## src/design/ms_pkg.sv

```systemverilog
// Shared types and constants for the merge sorter.
`timescale 1ns / 1ps

package ms_pkg;

    localparam int DATA_W = 32;

    // Sequencer states
    typedef enum logic [2:0] {
        ST_LOAD,
        ST_PASS,
        ST_RD_I,
        ST_RD_J,
        ST_PICK,
        ST_EMIT_RD,
        ST_EMIT_CAP
    } t_state;

    // Request from the sequencer to the output register
    typedef struct packed {
        logic load;
        logic last;
        logic ovf;
    } t_emit;

endpackage

```

## src/design/ms_ctrl.sv

```systemverilog
// Load, merge-pass and emit sequencer for the merge sorter.
`timescale 1ns / 1ps

module ms_ctrl import ms_pkg::*; #(
    parameter int MAX_ITEMS = 64
) (
    input  logic                         i_clk,
    input  logic                         i_rst_n,
    input  logic                         i_valid,
    output logic                         o_stall,
    input  logic signed [DATA_W-1:0]     i_value,
    input  logic                         i_last,
    input  logic                         i_out_free,
    output logic                         o_we0,
    output logic                         o_we1,
    output logic [$clog2(MAX_ITEMS)-1:0] o_waddr,
    output logic signed [DATA_W-1:0]     o_wdata,
    output logic [$clog2(MAX_ITEMS)-1:0] o_raddr,
    input  logic signed [DATA_W-1:0]     i_rdata0,
    input  logic signed [DATA_W-1:0]     i_rdata1,
    output t_emit                        o_emit,
    output logic signed [DATA_W-1:0]     o_emit_value
);

    localparam int AW = $clog2(MAX_ITEMS);
    localparam int CW = $clog2(MAX_ITEMS + 1);
    localparam int SW = CW + 1;
    localparam logic [CW-1:0] MAX_CNT = CW'(MAX_ITEMS);

    t_state r_state, n_state;
    logic [CW-1:0] r_count, n_count;
    logic          r_ovf, n_ovf;
    logic          r_src, n_src;
    logic [CW-1:0] r_width, n_width;
    logic [CW-1:0] r_lo, n_lo;
    logic [CW-1:0] r_mid, n_mid;
    logic [CW-1:0] r_hi, n_hi;
    logic [CW-1:0] r_i, n_i;
    logic [CW-1:0] r_j, n_j;
    logic [CW-1:0] r_k, n_k;
    logic [CW-1:0] r_emit_idx, n_emit_idx;
    logic signed [DATA_W-1:0] r_head, n_head;

    logic                     w_accept;
    logic                     w_room;
    logic [CW-1:0]            w_load_count;
    logic signed [DATA_W-1:0] w_rd;
    logic [SW-1:0]            w_n_ext;
    logic [SW-1:0]            w_lo_w;
    logic [SW-1:0]            w_width2;
    logic [SW-1:0]            w_lo_2w;
    logic [SW-1:0]            w_mid_full;
    logic [SW-1:0]            w_hi_full;
    logic                     w_take_left;
    logic                     w_merge_done;
    logic                     w_pass_done;
    logic                     w_sort_done;
    logic                     w_emit_last;

    // Shared decode of the current step
    assign w_accept     = i_valid && (r_state == ST_LOAD);
    assign w_room       = r_count < MAX_CNT;
    assign w_load_count = w_room ? r_count + 1'b1 : r_count;
    assign w_rd         = r_src ? i_rdata1 : i_rdata0;
    assign w_n_ext      = {1'b0, r_count};
    assign w_lo_w       = {1'b0, r_lo} + {1'b0, r_width};
    assign w_width2     = {r_width, 1'b0};
    assign w_lo_2w      = {1'b0, r_lo} + w_width2;
    assign w_mid_full   = (w_lo_w > w_n_ext) ? w_n_ext : w_lo_w;
    assign w_hi_full    = (w_lo_2w > w_n_ext) ? w_n_ext : w_lo_2w;
    assign w_take_left  = (r_i < r_mid) && ((r_j >= r_hi) || (r_head <= w_rd));
    assign w_merge_done = (r_k + 1'b1) == r_hi;
    assign w_pass_done  = w_lo_2w >= w_n_ext;
    assign w_sort_done  = w_width2 >= w_n_ext;
    assign w_emit_last  = (r_emit_idx + 1'b1) == r_count;

    // Next state
    always_comb begin
        n_state = r_state;
        unique case (r_state)
            ST_LOAD: begin
                if (w_accept && i_last) begin
                    n_state = (w_load_count > CW'(1)) ? ST_PASS : ST_EMIT_RD;
                end
            end
            ST_PASS: n_state = ST_RD_I;
            ST_RD_I: n_state = ST_RD_J;
            ST_RD_J: n_state = ST_PICK;
            ST_PICK: begin
                if (!w_merge_done) begin
                    n_state = ST_RD_I;
                end else if (w_pass_done && w_sort_done) begin
                    n_state = ST_EMIT_RD;
                end else begin
                    n_state = ST_PASS;
                end
            end
            ST_EMIT_RD: begin
                if (i_out_free) begin
                    n_state = ST_EMIT_CAP;
                end
            end
            ST_EMIT_CAP: n_state = w_emit_last ? ST_LOAD : ST_EMIT_RD;
            default: n_state = ST_LOAD;
        endcase
    end

    // Outputs: memory ports and emit request
    always_comb begin
        o_stall      = (r_state != ST_LOAD);
        o_we0        = 1'b0;
        o_we1        = 1'b0;
        o_waddr      = r_k[AW-1:0];
        o_wdata      = w_take_left ? r_head : w_rd;
        o_raddr      = r_i[AW-1:0];
        o_emit       = '0;
        o_emit_value = w_rd;
        unique case (r_state)
            ST_LOAD: begin
                o_we0   = w_accept && w_room;
                o_waddr = r_count[AW-1:0];
                o_wdata = i_value;
            end
            ST_RD_J: begin
                o_raddr = r_j[AW-1:0];
            end
            ST_PICK: begin
                o_we0 = r_src;
                o_we1 = !r_src;
            end
            ST_EMIT_RD: begin
                o_raddr = r_emit_idx[AW-1:0];
            end
            ST_EMIT_CAP: begin
                o_emit.load = 1'b1;
                o_emit.last = w_emit_last;
                o_emit.ovf  = r_ovf;
            end
            default: begin
            end
        endcase
    end

    // Counters, run bounds and head register
    always_comb begin
        n_count    = r_count;
        n_ovf      = r_ovf;
        n_src      = r_src;
        n_width    = r_width;
        n_lo       = r_lo;
        n_mid      = r_mid;
        n_hi       = r_hi;
        n_i        = r_i;
        n_j        = r_j;
        n_k        = r_k;
        n_emit_idx = r_emit_idx;
        n_head     = r_head;
        case (r_state)
            ST_LOAD: begin
                if (w_accept) begin
                    n_count = w_load_count;
                    if (!w_room) begin
                        n_ovf = 1'b1;
                    end
                    if (i_last) begin
                        n_width    = CW'(1);
                        n_lo       = '0;
                        n_src      = 1'b0;
                        n_emit_idx = '0;
                    end
                end
            end
            ST_PASS: begin
                n_mid = w_mid_full[CW-1:0];
                n_hi  = w_hi_full[CW-1:0];
                n_i   = r_lo;
                n_j   = w_mid_full[CW-1:0];
                n_k   = r_lo;
            end
            ST_RD_J: begin
                n_head = w_rd;
            end
            ST_PICK: begin
                if (w_take_left) begin
                    n_i = r_i + 1'b1;
                end else begin
                    n_j = r_j + 1'b1;
                end
                n_k = r_k + 1'b1;
                if (w_merge_done) begin
                    if (w_pass_done) begin
                        // Swap buffers and double the run width
                        n_src      = !r_src;
                        n_width    = w_width2[CW-1:0];
                        n_lo       = '0;
                        n_emit_idx = '0;
                    end else begin
                        n_lo = w_lo_2w[CW-1:0];
                    end
                end
            end
            ST_EMIT_CAP: begin
                if (w_emit_last) begin
                    n_count = '0;
                    n_ovf   = 1'b0;
                end else begin
                    n_emit_idx = r_emit_idx + 1'b1;
                end
            end
            default: begin
            end
        endcase
    end

    // Control registers
    always_ff @(posedge i_clk) begin
        if (!i_rst_n) begin
            r_state    <= ST_LOAD;
            r_count    <= '0;
            r_ovf      <= 1'b0;
            r_src      <= 1'b0;
            r_width    <= '0;
            r_lo       <= '0;
            r_mid      <= '0;
            r_hi       <= '0;
            r_i        <= '0;
            r_j        <= '0;
            r_k        <= '0;
            r_emit_idx <= '0;
        end else begin
            r_state    <= n_state;
            r_count    <= n_count;
            r_ovf      <= n_ovf;
            r_src      <= n_src;
            r_width    <= n_width;
            r_lo       <= n_lo;
            r_mid      <= n_mid;
            r_hi       <= n_hi;
            r_i        <= n_i;
            r_j        <= n_j;
            r_k        <= n_k;
            r_emit_idx <= n_emit_idx;
        end
    end

    // Hold the left-run head between reads
    always_ff @(posedge i_clk) begin
        r_head <= n_head;
    end

endmodule

```

## config.mk

```make
export PLATFORM = sky130hd
export DESIGN_NAME = ms_ctrl
export DESIGN_NICKNAME = d
export VERILOG_FILES = /design/src/design/ms_pkg.sv /design/src/design/ms_ctrl.sv
export SDC_FILE = /design/constraint.sdc
export NUM_CORES = 1
export LEC_CHECK = 0
export ABC_AREA = 1
export BUFFER_PORTS_ARGS = -buffer_cell sky130_fd_sc_hd__buf_2
export CAP_MARGIN = 20
export CORE_MARGIN = 4
export CORE_UTILIZATION = 25
export CTS_BUF_LIST = sky130_fd_sc_hd__clkbuf_8
export CTS_CLUSTER_DIAMETER = 150
export DETAILED_ROUTE_END_ITERATION = 12
export GPL_TIMING_DRIVEN = 0
export SLEW_MARGIN = 25
export SYNTH_ARGS = -nofsm -noshare
export SYNTH_HDL_FRONTEND = slang
export SYNTH_SLANG_ARGS = --single-unit
```

## constraint.sdc

```tcl
create_clock -name i_clk -period 3.6 [get_ports i_clk]
set_clock_uncertainty 0.15 [all_clocks]
set_input_delay 0.72 -clock i_clk [delete_from_list [all_inputs] [get_ports i_clk]]
set_output_delay 0.72 -clock i_clk [all_outputs]
set_load 0.02 [all_outputs]
```

Word-level counts from Yosys, hierarchy flattened
Index checks and enable logic that the tools add are counted.

cells by class
  reduce and logical (&&, ||, !) cells = 21
  add/sub/neg operators = 7
  multiplexer cells = 49
  eq/ne operators = 19
  order comparisons = 9

operators with widths
  operator                                                              count
  7-bit two-way mux                                                     18
  32-bit two-way mux                                                    3
  7-bit one-hot mux with 2 select lines                                 6
  7-bit by 1-bit adder with 7-bit output, second input constant         5
  32-bit less-or-equal comparator                                       1
  3-bit two-way mux                                                     7
  3-bit one-hot mux with 7 select lines                                 1
  7-bit one-hot mux with 3 select lines                                 1
  2-bit inequality test, second input constant                          10
  8-bit by 7-bit greater-or-equal comparator with 1-bit output          2
  8-bit by 7-bit > comparator with 1-bit output                         2
  7-bit == test                                                         2
  6-bit one-hot mux with 2 select lines                                 1
  3-bit == test, second input constant                                  3
  7-bit by 7-bit adder with 8-bit output                                1
  7-bit by 8-bit adder with 8-bit output                                1
  1-bit two-way mux                                                     8
  4-bit AND reduction                                                   2
  7-bit greater-or-equal comparator                                     1
  7-bit by 1-bit > comparator with 1-bit output, second input constant  1
  7-bit less-than comparator                                            1
  7-bit less-than comparator, second input constant                     1
  3-bit by 2-bit == test with 1-bit output, second input constant       2
  6-bit two-way mux                                                     1
  13 further kinds                                                      24

storage, ports and cells
  output and inout port bits = 82
  bits in registers = 100
  logic and storage cells = 118

Logic depth before layout (Yosys ltp)
Gate-level depths: netlist of the first run.

  depth in word-level cells = 6
  mapped depth = 25
  mapped depth without buffers = 25

Worst setup path after synthesis of the first run
OpenSTA, ideal clock, no wires.

  kind = input to output
  start = input i_rdata1[31]
  end = output o_wdata[23]
  required time = 2.730 ns
  stages on the path = 15
  arrival = 2.752 ns
  setup slack = -0.022 ns
  cell sequence = or2_2 o21ai_0 ha_1 nand2_1 nor2_1 nand2_1 nor3b_1 nand2_1 nand3_1 nand3_2 nand2_2 buf_2 nand2_1 o211ai_1 nand2_1

between the ends
  word-level cells in the longest chain between the ends = 6

RTL lines
  item                             RTL line        source
  start, declared                  ms_ctrl.sv:20   input logic signed [DATA_W-1:0] i_rdata1,
  32-bit two-way mux               ms_ctrl.sv:64   assign w_rd = r_src ? i_rdata1 : i_rdata0;
  32-bit less-or-equal comparator  ms_ctrl.sv:71   assign w_take_left = (r_i < r_mid) && ((r_j >= r_hi) || (r_head <= w_rd));
  1-bit logical OR                 ms_ctrl.sv:71
  1-bit logical AND                ms_ctrl.sv:71
  32-bit two-way mux               ms_ctrl.sv:114  o_wdata = w_take_left ? r_head : w_rd;
  32-bit two-way mux               ms_ctrl.sv:118  unique case (r_state)
  end, declared                    ms_ctrl.sv:17   output logic signed [DATA_W-1:0] o_wdata,

Every way passes these cells.

Worst setup path after layout of the first run
  start = register r_src
  end = output o_wdata[31]

between the ends
  word-level cells in the longest chain between the ends = 6

RTL lines
  item                             RTL line        source
  start, declared                  ms_ctrl.sv:33   logic r_src, n_src;
  start signal, assigned           ms_ctrl.sv:234  r_src <= n_src;
  32-bit two-way mux *             ms_ctrl.sv:64
  32-bit less-or-equal comparator  ms_ctrl.sv:71
  1-bit logical OR                 ms_ctrl.sv:71
  1-bit logical AND                ms_ctrl.sv:71
  32-bit two-way mux *             ms_ctrl.sv:114
  32-bit two-way mux *             ms_ctrl.sv:118

Mark *: on every way between the ends. The rest lies on a longest branch, timed or not.

==> results of run 1 <==
[placed cells by master, fill, tap and decap left out, types with 18 or more instances in the layout]
master	count
a21oi_1	70
buf_2	180
buf_4	22
buf_6	19
clkbuf_1	21
dfxtp_1	63
edfxtp_1	32
ha_1	63
inv_1	148
nand2_1	317
nand2_2	39
nand3_1	58
nor2_1	83
o211ai_1	37
o21ai_0	34
o21ai_4	18
xor2_1	26
[state kept, by name (all words and copies together) (netlist names)]
name and flops:
r_width 7, r_count 7, r_state 3, r_src 1, r_head 32, r_mid 7, r_hi 7, r_j 7
r_ovf 1, r_lo 6, r_i 7, r_emit_idx 7, r_k 7
[what timing repair did]
| action | in CTS | in global routing |
|---|---|---|
| gates cloned | 1 | 6 |
| pin swaps | 10 | 33 |
| gates resized for setup | 87 | 124 |
| setup buffers | 10 | 16 |
| setup endpoints to repair | 49 | 77 |
[worst paths after layout]
check / from / end / slack (ns)
min: r_hi[3]$_SDFFE_PN0P_ / r_hi[3]$_SDFFE_PN0P_ / 0.34
min reg2reg: r_hi[3]$_SDFFE_PN0P_ / r_hi[3]$_SDFFE_PN0P_ / 0.34
max: r_src$_SDFFE_PN0P_ / o_wdata[31] / -0.76
max reg2reg: r_src$_SDFFE_PN0P_ / r_i[4]$_SDFFE_PN0P_ / 0.15
[metrics by stage]
stage               setup WS (ns)  cell area (sq um)  setup TNS [ns]  std cells
finish                     -0.764              11100          -22.78       1894
detailed placement          -1.32               9780          -43.12       1846
global route               -0.886              11100          -26.99       1894
floorplan                  0.0192               8280               0       1221
global placement            -1.43               9740          -52.23       1845
CTS                        -0.788              10300          -23.21       1873
[routing by layer]
layer	up-vias	track usage	routed length, um
met5	-	0	8
met2	382	0.295	15600
met3	76	0.0260	2230
li1	4480	-	-
met4	2	0.0701	1350
met1	4211	0.203	13100
[kinds of logic (layout without fill, tap and decap cells)]
logic type / after synthesis / count (layout)
AND/OR/NAND/NOR: 593 / 594
flip-flops: 99 / 99
AO/OA/AOI/OAI: 216 / 216
XOR/XNOR: 30 / 30
adder cells (fa/ha/maj): 82 / 82
buffers and inverters: 201 / 431
[layout make-up]
cell class	count	area, sq um
Sequential cell	99	2310
Timing Repair Buffer	215	1330
Inverter	157	593
Clock buffer	10	138
Multi-Input combinational cell	922	5810
Fill cell	3427	21400
Tap cell	442	553
Clock inverter	6	23.8
Buffer	43	315
[cells in the mapped netlist, types with 5 or more instances]
library cell / n
nand3_1: 59
nand3_2: 5
nor2_1: 87
or2_2: 34
dfxtp_1: 67
nor3_1: 16
nand3b_1: 5
ha_1: 81
a31oi_1: 11
o21ai_1: 6
a21oi_1: 77
nand4_1: 17
o211ai_1: 37
buf_2: 11
edfxtp_1: 32
nand2_1: 355
inv_2: 5
xor2_1: 26
o21ai_0: 69
o221ai_1: 6
clkbuf_1: 28
inv_1: 148
[power groups by stage]
stage          sequential [mW]  combinational [mW]  clock (mW)
6_report                  1.69                8.60       0.669
5_1_grt                   1.72                9.40       0.741
4_1_cts                   1.68                7.80       0.695
3_5_place_dp              1.70                6.91           0
3_3_place_gp              1.70                6.80           0
2_1_floorplan             1.59                4.85           0
[worst max-delay path: cells and delay by family, from the launching register on]
family                   cells  cell delay, ns
adder cells (fa/ha/maj)      1            0.27
AND/OR/NAND/NOR              7            0.92
AO/OA/AOI/OAI                4            0.59
buffers and inverters        6            0.93
flip-flops                   1            0.40
==> reports/results.txt, run 1 <==
Via count: 9151
Slew HR: 0.359
Switching Fraction: 0.551
Core box area: 0.0325 sq mm
Final worst setup slack: -0.764 ns
Final Routed Wirelength: 32300 um
XOR/XNOR share of the synthesized area: 0.0320
Pre-Repair DR Iteration Count: 6
Area growth from synthesis to layout: 34.9%
Mux contribution to synthesized area: 0
Total power: 11.0 mW
Endpoints failing setup: 32
Post-synth EDFFs: 32
Status: finished with violations
N_diodes: 0
Cell taking the most area after synthesis: dfxtp_1
Net Sw Power: 6.04 mW
Worst Max-Slew Pin Slew: 0.962 ns
Min-Delay Path Class: reg -> reg
Largest family of logic cells by synthesized area: simple AND/OR/NAND/NOR gates
H-tree levels: 3
Inserted Clock Buffers: 9
Top FF cell, synth: dfxtp_1
Internal power: 4.92 mW
Clock share of power: 0.061
Post-route ant nets: 0
Largest net degree at the start of global routing: 22
Register-to-Register Path Depth: 21
First-pass GRT wire length: 47100 um
Average cell area after synthesis: 6.72 sq um
GRT Resource Usage Total: 0.167
Max-slew violations: 0
Post-Synthesis Cells: 1221
Root Buffer: clkbuf_8
Startpoint types: flop
Syn Nets: 1404
Fmax: 229 MHz
CTS tree: yes
Initial Util: 0.253
Failing checks: setup timing
Hold Fails Final Rpt: 0
Detailed Route Iter0 Violations: 599
Reg clk slew, reported paths: 0.11 ns
CP max stage delay: 0.40 ns
Critical Path, Cell by Cell: clkinvlp_4 -> buf_6 -> clkbuf_16 -> or2_4 -> o21ai_4 -> ha_1 -> nand2_2 -> buf_4 -> o21a_1 -> nand2_1 -> a21oi_2 -> nand3_2 -> nand3_4 -> nand2_8 -> buf_8 -> o211ai_1 -> nand2_1 -> buf_6
Synth Area in Adders: 0.126
Layout cell share with drive strength beyond 1: 0.282
Fin nets: 1630
RSZ-0062 raised after global routing: yes
Cell Area, Synth: 0.00821 sq mm
Final Util: 0.341
Synth Area in Simple Gates: 0.313
Die width: 189 um
WL/cell: 17.1 um
Ratio of final minimum period to clock period: 1.21
Async set or reset register ratio after synthesis: 0
Crit end category: primary output
Seq pwr share: 0.154
Worst hold path depth: 2
Clock sink count: 99
Die ar.: 0.0358 sq mm
Die height: 189 um
CP Max Fanout: 7
Top Ports: 183
Sequential-to-total area share from yosys stat: 0.280
Vias in the first global route: 8580
Max clock buf depth: 2
Register bit total from synthesis: 99
Worst VDD drop: 0.604 mV
Port bufs: 182
Placer Congestion: 0.954
Final hold slack: 0.337 ns
Post-route DRC violation count: 0
YS warnings: 0
Worst endpoint required time: 2.73 ns
Critical Path Slowest Stage Cell: dfxtp_4
Initial antenna violation count: 2
Clk_lat worst skew: 0.39 ns
# hold bufs at CTS: 0
Minimum clock period: 4.36 ns
Global route overflow: 0
Area contributors post-synth: dfxtp_1 (16%), nand2_1 (16%), ha_1 (12%)
Synth Area in Compound Gates: 0.152
# rows: 66
Worst EP arrival: 3.49 ns
Pwr dens: 990 mW/mm^2
Vias per Instance: 4.83
Combinational Power Share: 0.785
Top cell type's share of synthesized area: 0.163
Lkg Pwr: 5.23 nW
HPWL after DPL: 24700 um
Unique cell type count in the Yosys netlist: 41
WS Path Type: reg -> out
Maxcap violations: 0
(Power assumes the default switching activity.)
==> run 2, diff against run 1 <==
Settings changed: CELL_PAD_IN_SITES_DETAIL_PLACEMENT set to 0, CELL_PAD_IN_SITES_GLOBAL_PLACEMENT set to 2, PLACE_DENSITY_LB_ADDON set to 0.1.
==> run 2 against run 1 <==
  * The flow still finishes with violations (setup timing)
  * First-iteration DRC count is 25% lower
  * Clock power up 27%
  * Clock-buffer cell count is 1 lower
  * Sequential share of layout area fell by 0.15 points
  * Via count down 5.1%
  * Combinational power increased by 3.0%
  * Die area unchanged
  * Design area up 1.1%
  * Cell count decreased by 0.21%
  * Flip-flop and latch count stayed put
  * Wire length increased by 8.1%
  * Global-route usage increased by 2.6 points
  * Critical path type unchanged
==> reports/results.txt, run 2 (synthesized netlist as in run 1, its figures left out) <==
Status: finished with violations
Failing checks: setup timing
Total power: 11.4 mW (+4.2%)
Pre-Repair DR Iteration Count: 4 (-2)
Initial antenna violation count: 0 (-2)
Minimum clock period: 4.23 ns (-0.132 ns)
Fmax: 236 MHz (+3.1%)
CP delay by family, top: simple AND/OR/NAND/NOR gates
Die width: 189 um (unchanged)
Switching Fraction: 0.542 (-0.00869)
Maxcap violations: 0 (unchanged)
Detailed Route Iter0 Violations: 448 (-25%)
Lkg Pwr: 5.28 nW (+0.84%)
CP Max Fanout: 8 (+1)
Root Buffer: clkbuf_8
Reg clk slew, reported paths: 0.10 ns (about the same)
N_diodes: 0 (unchanged)
Final worst setup slack: -0.632 ns (+0.132 ns)
H-tree levels: 3 (unchanged)
WS Path Type: reg -> out
Fin nets: 1626 (-0.25%)
Worst endpoint required time: 2.73 ns (about the same)
# rows: 66 (unchanged)
Combinational Power Share: 0.776 (-0.009)
Startpoint types: flop
Area growth from synthesis to layout: 36.3%
Max reg flops: 32 (unchanged)
Slew HR: 0.498 (+0.139)
Global route overflow: 0 (unchanged)
Critical Path, Cell by Cell: inv_8 -> clkbuf_8 -> or2_2 -> o21ai_4 -> ha_4 -> a21oi_2 -> nor2_1 -> nor2_1 -> nand2_1 -> nand2_1 -> nand2_1 -> nand2_2 -> nand3_2 -> nand3_4 -> nand2_8 -> buf_8 -> o211ai_1 -> nand2_2 -> buf_6
CP Buf/Inv Count: 4 (-2)
Most frequent cells in the layout: nand2_1 (314), buf_2 (172), inv_1 (148), nor2_1 (83), a21oi_1 (65)
Die height: 189 um (unchanged)
Initial Util: 0.253 (unchanged)
Endpoints failing setup: 32 (unchanged)
Largest Register: r_head
Max-slew violations: 0 (unchanged)
HPWL after DPL: 27400 um (+11%)
Max clock buf depth: 2 (unchanged)
Most common cell after layout, fill and taps aside: nand2_1
Crit end category: primary output
CP most frequent cell: nand2_1
Placed Area: 0.00977 sq mm (about the same)
Final Routed Wirelength: 34900 um (+8.1%)
Hold Fails Final Rpt: 0 (unchanged)
Vias in the first global route: 8709 (+1.5%)
Worst Max-Slew Pin Slew: 0.754 ns (-0.208 ns)
CTS tree: yes
Internal power: 5.22 mW (+6.2%)
Pwr dens: 1020 mW/mm^2 (+3.1%)
Min-Delay Path Class: reg -> reg
Die ar.: 0.0358 sq mm (unchanged)
RSZ-0062 raised after global routing: yes
CP max stage delay: 0.45 ns (+0.05 ns)
Clock share of power: 0.074 (+0.013)
Top Ports: 183 (unchanged)
Clk_lat worst skew: 0.42 ns (+0.03 ns)
Post-route ant nets: 0 (unchanged)
Post-route setup TNS: -18.09 ns (+4.69 ns)
Placer Congestion: 0.823 (-14%)
Vias per Instance: 4.60 (-4.9%)
Final hold slack: 0.326 ns (-0.0103 ns)
Final Cell Area: 0.0112 sq mm (+1.1%)
Port bufs: 182 (unchanged)
Worst VDD drop: 0.645 mV (+6.7%)
Seq pwr share: 0.149 (-0.005)
Via count: 8688 (-5.1%)
Largest net degree at the start of global routing: 22 (unchanged)
Worst EP arrival: 3.36 ns (-0.13 ns)
GRT Resource Usage Total: 0.193 (+0.0257)
Ratio of final minimum period to clock period: 1.18 (-0.0366)
Clock sink count: 99 (unchanged)
Critical Path Slowest Stage Cell: dfxtp_4
First-pass GRT wire length: 52800 um (+12%)
WL/cell: 18.5 um (+8.3%)
Core box area: 0.0325 sq mm (unchanged)
Post-route DRC violation count: 0 (unchanged)
Net Sw Power: 6.19 mW (+2.5%)
Layout cell share with drive strength beyond 1: 0.289 (+0.00768)
Inserted Clock Buffers: 9 (unchanged)
run 2: changes by cell type in the layout (fill, tap and decap cells not counted), moves of 4 or more:
cell / previous run / this run
a21oi_1: 70 / 65
a21oi_2: 8 / 12
buf_2: 180 / 172
buf_4: 22 / 27
o21ai_2: 10 / 14
or2_2: 17 / 23
or2_4: 17 / 11
run 2: stage by stage:
step / util / setup slack (ns) / std cells
2_1_floorplan: - / 0.0192 / 1221
3_3_place_gp: 0.300 / -1.85 / 1845
3_5_place_dp: 0.301 / -1.41 / 1846
4_1_cts: 0.328 / -0.788 / 1878
5_1_grt: 0.345 / -0.842 / 1890
6_report: 0.345 / -0.632 / 1890
run 2: power groups by stage:
stage | logic [mW] | registers, mW | clock network (mW)
6_report | 8.86 | 1.70 | 0.850
5_1_grt | 9.78 | 1.74 | 0.931
4_1_cts | 8.05 | 1.65 | 0.900
3_5_place_dp | 7.09 | 1.73 | 0
3_3_place_gp | 7.11 | 1.73 | 0
2_1_floorplan | 4.85 | 1.59 | 0
run 2: layout make-up:
type / instances / area [sq um]
fill: 3606 / 21300
sequential: 99 / 2320
buffer: 44 / 349
tap: 442 / 553
inverter: 157 / 597
timing repair buffer: 210 / 1300
multi-input combinational: 922 / 5870
clock buffer: 9 / 124
clock inverter: 7 / 85.1
run 2: what timing repair did:
item | in CTS | in global routing
pin swaps | 28 | 52
cloned | 5 | 1
buffers inserted | 11 | 11
gates resized for setup | 139 | 96
endpoints found under the setup margin | 49 | 70
hold buffers | 0 | 0
run 2: path summary, 6_finish.rpt:
path,from,end,slack (ns),depth (start not counted)
setup reg to reg,r_lo[1]$_SDFFE_PN0P_,r_src$_SDFFE_PN0P_,0.24,16
hold / removal,r_hi[3]$_SDFFE_PN0P_,r_hi[3]$_SDFFE_PN0P_,0.33,2
hold reg to reg,r_hi[3]$_SDFFE_PN0P_,r_hi[3]$_SDFFE_PN0P_,0.33,2
setup / recovery,r_src$_SDFFE_PN0P_,o_wdata[15],-0.63,19
run 2: per-layer routing:
layer / part of all wire / global-route usage / up-vias
met1: 0.46 / 0.247 / 4023
met2: 0.49 / 0.340 / 177
li1: - / - / 4461
met4: 0.019 / 0.0551 / 0
met5: 0 / 0 / -
met3: 0.038 / 0.0264 / 27
run 2: tightest hold or removal path: stages (launching register included):
cell and delay [ns]:
dfxtp_1 0.33, nand2_1 0.06, a21oi_1 0.05
==> run 3, diff against run 2 <==
Settings changed: ABC_CLOCK_PERIOD_IN_PS set to 4920, CORE_ASPECT_RATIO set to 0.75.
Clock period 3.6 ns to 4.92 ns, I/O delays scaled along.
==> run 3 against run 2 <==
  * The flow now finishes without violations
  * Total power shrank 35%
  * Wire length shrank 2.5%
  * First-iteration DRC count grew 35%
  * Flip-flop and latch count is the same
  * Combinational power shrank 37%
  * Sequential power shrank 25%
  * Global-route usage shrank 0.88 points
  * Die area is essentially flat
  * Critical path depth shrank 2
  * Clock power shrank 33%
  * Hold slack gained 0.0047 ns
  * Cell count shrank 0.74%
  * Critical path type unchanged
  * Critical endpoint is now o_wdata[22]
  * Highest routed layer unchanged
==> reports/results.txt, run 3 (synthesized netlist as in run 1, its figures left out) <==
Status: completed
Clock share of power: 0.077 (+0.003)
Clock sink count: 99 (unchanged)
Worst Max-Slew Pin Slew: 0.780 ns (+0.0267 ns)
Pwr dens: 725 mW/mm^2 (-29%)
Maxcap violations: 0 (unchanged)
Vias in the first global route: 7988 (-8.3%)
Port bufs: 182 (unchanged)
Max-slew violations: 0 (unchanged)
R2R Setup Slk: 1.19 ns (+0.95 ns)
Worst hold path depth: 2 (unchanged)
Initial Util: 0.254 (+0.000587)
Post-route setup TNS: 0 ns (+18.09 ns)
HPWL after DPL: 27200 um (-0.65%)
Switching Fraction: 0.576 (+0.0332)
Total power: 7.45 mW (-35%)
CTS tree: yes
Startpoint types: flop
H-tree levels: 3 (unchanged)
Area growth from synthesis to layout: 25.2%
Placer Congestion: 0.798 (-3.0%)
Inserted Clock Buffers: 9 (unchanged)
Worst endpoint required time: 3.79 ns (+1.06 ns)
RSZ-0062 raised after global routing: yes
WL/cell: 18.2 um (-1.7%)
Internal power: 3.16 mW (-39%)
Post-route ant nets: 0 (unchanged)
Endpoints failing setup: 0 (-100%)
Die height: 165 um (-13%)
Pre-Repair DR Iteration Count: 6 (+2)
# hold bufs at CTS: 0 (unchanged)
Fmax: 212 MHz
Min-Delay Path Class: reg -> reg
Worst R2R Start: r_lo[2]$_SDFFE_PN0P_
Lkg Pwr: 5.04 nW (-4.6%)
Initial antenna violation count: 1 (+1)
Detailed Route Iter0 Violations: 604 (+35%)
CP Max Fanout: 10 (+2)
Core box area: 0.0324 sq mm (-0.23%)
Ratio of final minimum period to clock period: 0.960
Filler cells: 3727 (+3.4%)
Minimum clock period: 4.72 ns
Hold worst-path end: r_hi[3]$_SDFFE_PN0P_
Crit end category: primary output
Fin nets: 1612 (-0.86%)
First-pass GRT wire length: 49500 um (-6.3%)
RR Endpoint: r_j[6]$_SDFFE_PN0P_
Worst VDD drop: 0.250 mV (-61%)
Max clock buf depth: 2 (unchanged)
Global route overflow: 0 (unchanged)
Vias per Instance: 4.60 (about the same)
Clk_lat worst skew: 0.42 ns (about the same)
Register-to-Register Path Depth: 23 (+7)
Die ar.: 0.0358 sq mm (about the same)
# rows: 57 (-14%)
Reg clk slew, reported paths: 0.11 ns (about the same)
Hold Fails Final Rpt: 0 (unchanged)
Die width: 217 um (+15%)
WS Path Type: reg -> out
N_diodes: 0 (unchanged)
Worst hold path startpoint: r_hi[3]$_SDFFE_PN0P_
Largest net degree at the start of global routing: 21 (-4.5%)
GRT Resource Usage Total: 0.184 (-0.00875)
Final Routed Wirelength: 34100 um (-2.5%)
Net Sw Power: 4.29 mW (-31%)
Top Ports: 183 (unchanged)
Largest Register: r_head
Most common cell after layout, fill and taps aside: nand2_1
Via count: 8621 (-0.77%)
Layout cell share with drive strength beyond 1: 0.227 (-0.0620)
Worst EP arrival: 3.59 ns (+0.23 ns)
Slew HR: 0.480 (-0.0178)
Max reg flops: 32 (unchanged)
Seq pwr share: 0.171 (+0.022)
Root Buffer: clkbuf_8
Post-route DRC violation count: 0 (unchanged)
Combinational Power Share: 0.752 (-0.024)
Most frequent cells in the layout: nand2_1 (351), buf_2 (185), inv_1 (148), nor2_1 (84), ha_1 (81)
==> run 3: repair_timing <==
action	4_1_cts	5_1_grt
gates cloned	0	2
setup endpoints to repair	32	32
buffers inserted	2	10
gates resized for setup	36	74
pin swaps	2	12
==> run 3: worst max path at each step <==
stage / end / slack, ns / from / cells after the start
2_1_floorplan: o_wdata[23] / 0.77 / i_rdata1[31] / 15
3_3_place_gp: o_raddr[2] / -0.57 / r_state[0]$_SDFFE_PN0P_ / 6
3_5_place_dp: o_wdata[15] / -0.19 / i_rdata1[31] / 17
4_1_cts: o_wdata[15] / 0.0008 / r_src$_SDFFE_PN0P_ / 17
5_1_grt: o_wdata[15] / -0.05 / r_src$_SDFFE_PN0P_ / 18
6_report: o_wdata[22] / 0.20 / r_src$_SDFFE_PN0P_ / 17
==> run 3: layout make-up <==
class	instances	area (sq um)	share of cell area
buffer	44	280	0.0273
clock buffer	13	179	0.0174
clock inverter	3	12.5	0.00122
inverter	157	593	0.0577
multi-input combinational	921	5280	0.514
sequential	99	2310	0.224
tap	442	553	0.0538
timing repair buffer	197	1080	0.105
==> run 3: metal layers <==
| metal | track usage | part of all wire |
|---|---|---|
| met1 | 0.294 | 0.53 |
| met2 | 0.258 | 0.41 |
| met3 | 0.0307 | 0.050 |
| met4 | 0.0286 | 0.0077 |
| met5 | 0 | 0 |
==> run 3: worst max-delay path: stages (launching register included) <==
cell	delay [ns]
dfxtp_4	0.39
clkinvlp_4	0.22
buf_6	0.21
or2_2	0.28
o21ai_2	0.10
ha_1	0.32
a21oi_1	0.21
nand2_1	0.10
nand2_1	0.07
nand2_1	0.06
a21oi_2	0.15
nand3_1	0.14
nand3_4	0.12
nand2_8	0.09
buf_6	0.19
o211ai_1	0.28
nand2_1	0.07
buf_2	0.16
==> run 3: per-stage QoR <==
step                cell area [sq um]  setup WS, ns  cells  utilization  hold WS, ns
finish                          10300         0.197   1876        0.317        0.331
global route                    10300       -0.0484   1876        0.317        0.351
CTS                              9990      0.000818   1864        0.308        0.333
detailed placement               9710        -0.193   1846        0.300        0.317
global placement                 9670        -0.568   1845        0.299        0.316
floorplan                        8210         0.770   1221            -        0.295
==> run 3: power by group through the flow <==
stage	sequential, mW	combinational, mW	clock, mW
after floorplan	1.17	3.45	0
after global placement	1.29	5.11	0
after detailed placement	1.29	5.10	0
after CTS	1.27	5.22	0.602
after global routing	1.30	6.27	0.622
final	1.27	5.61	0.571
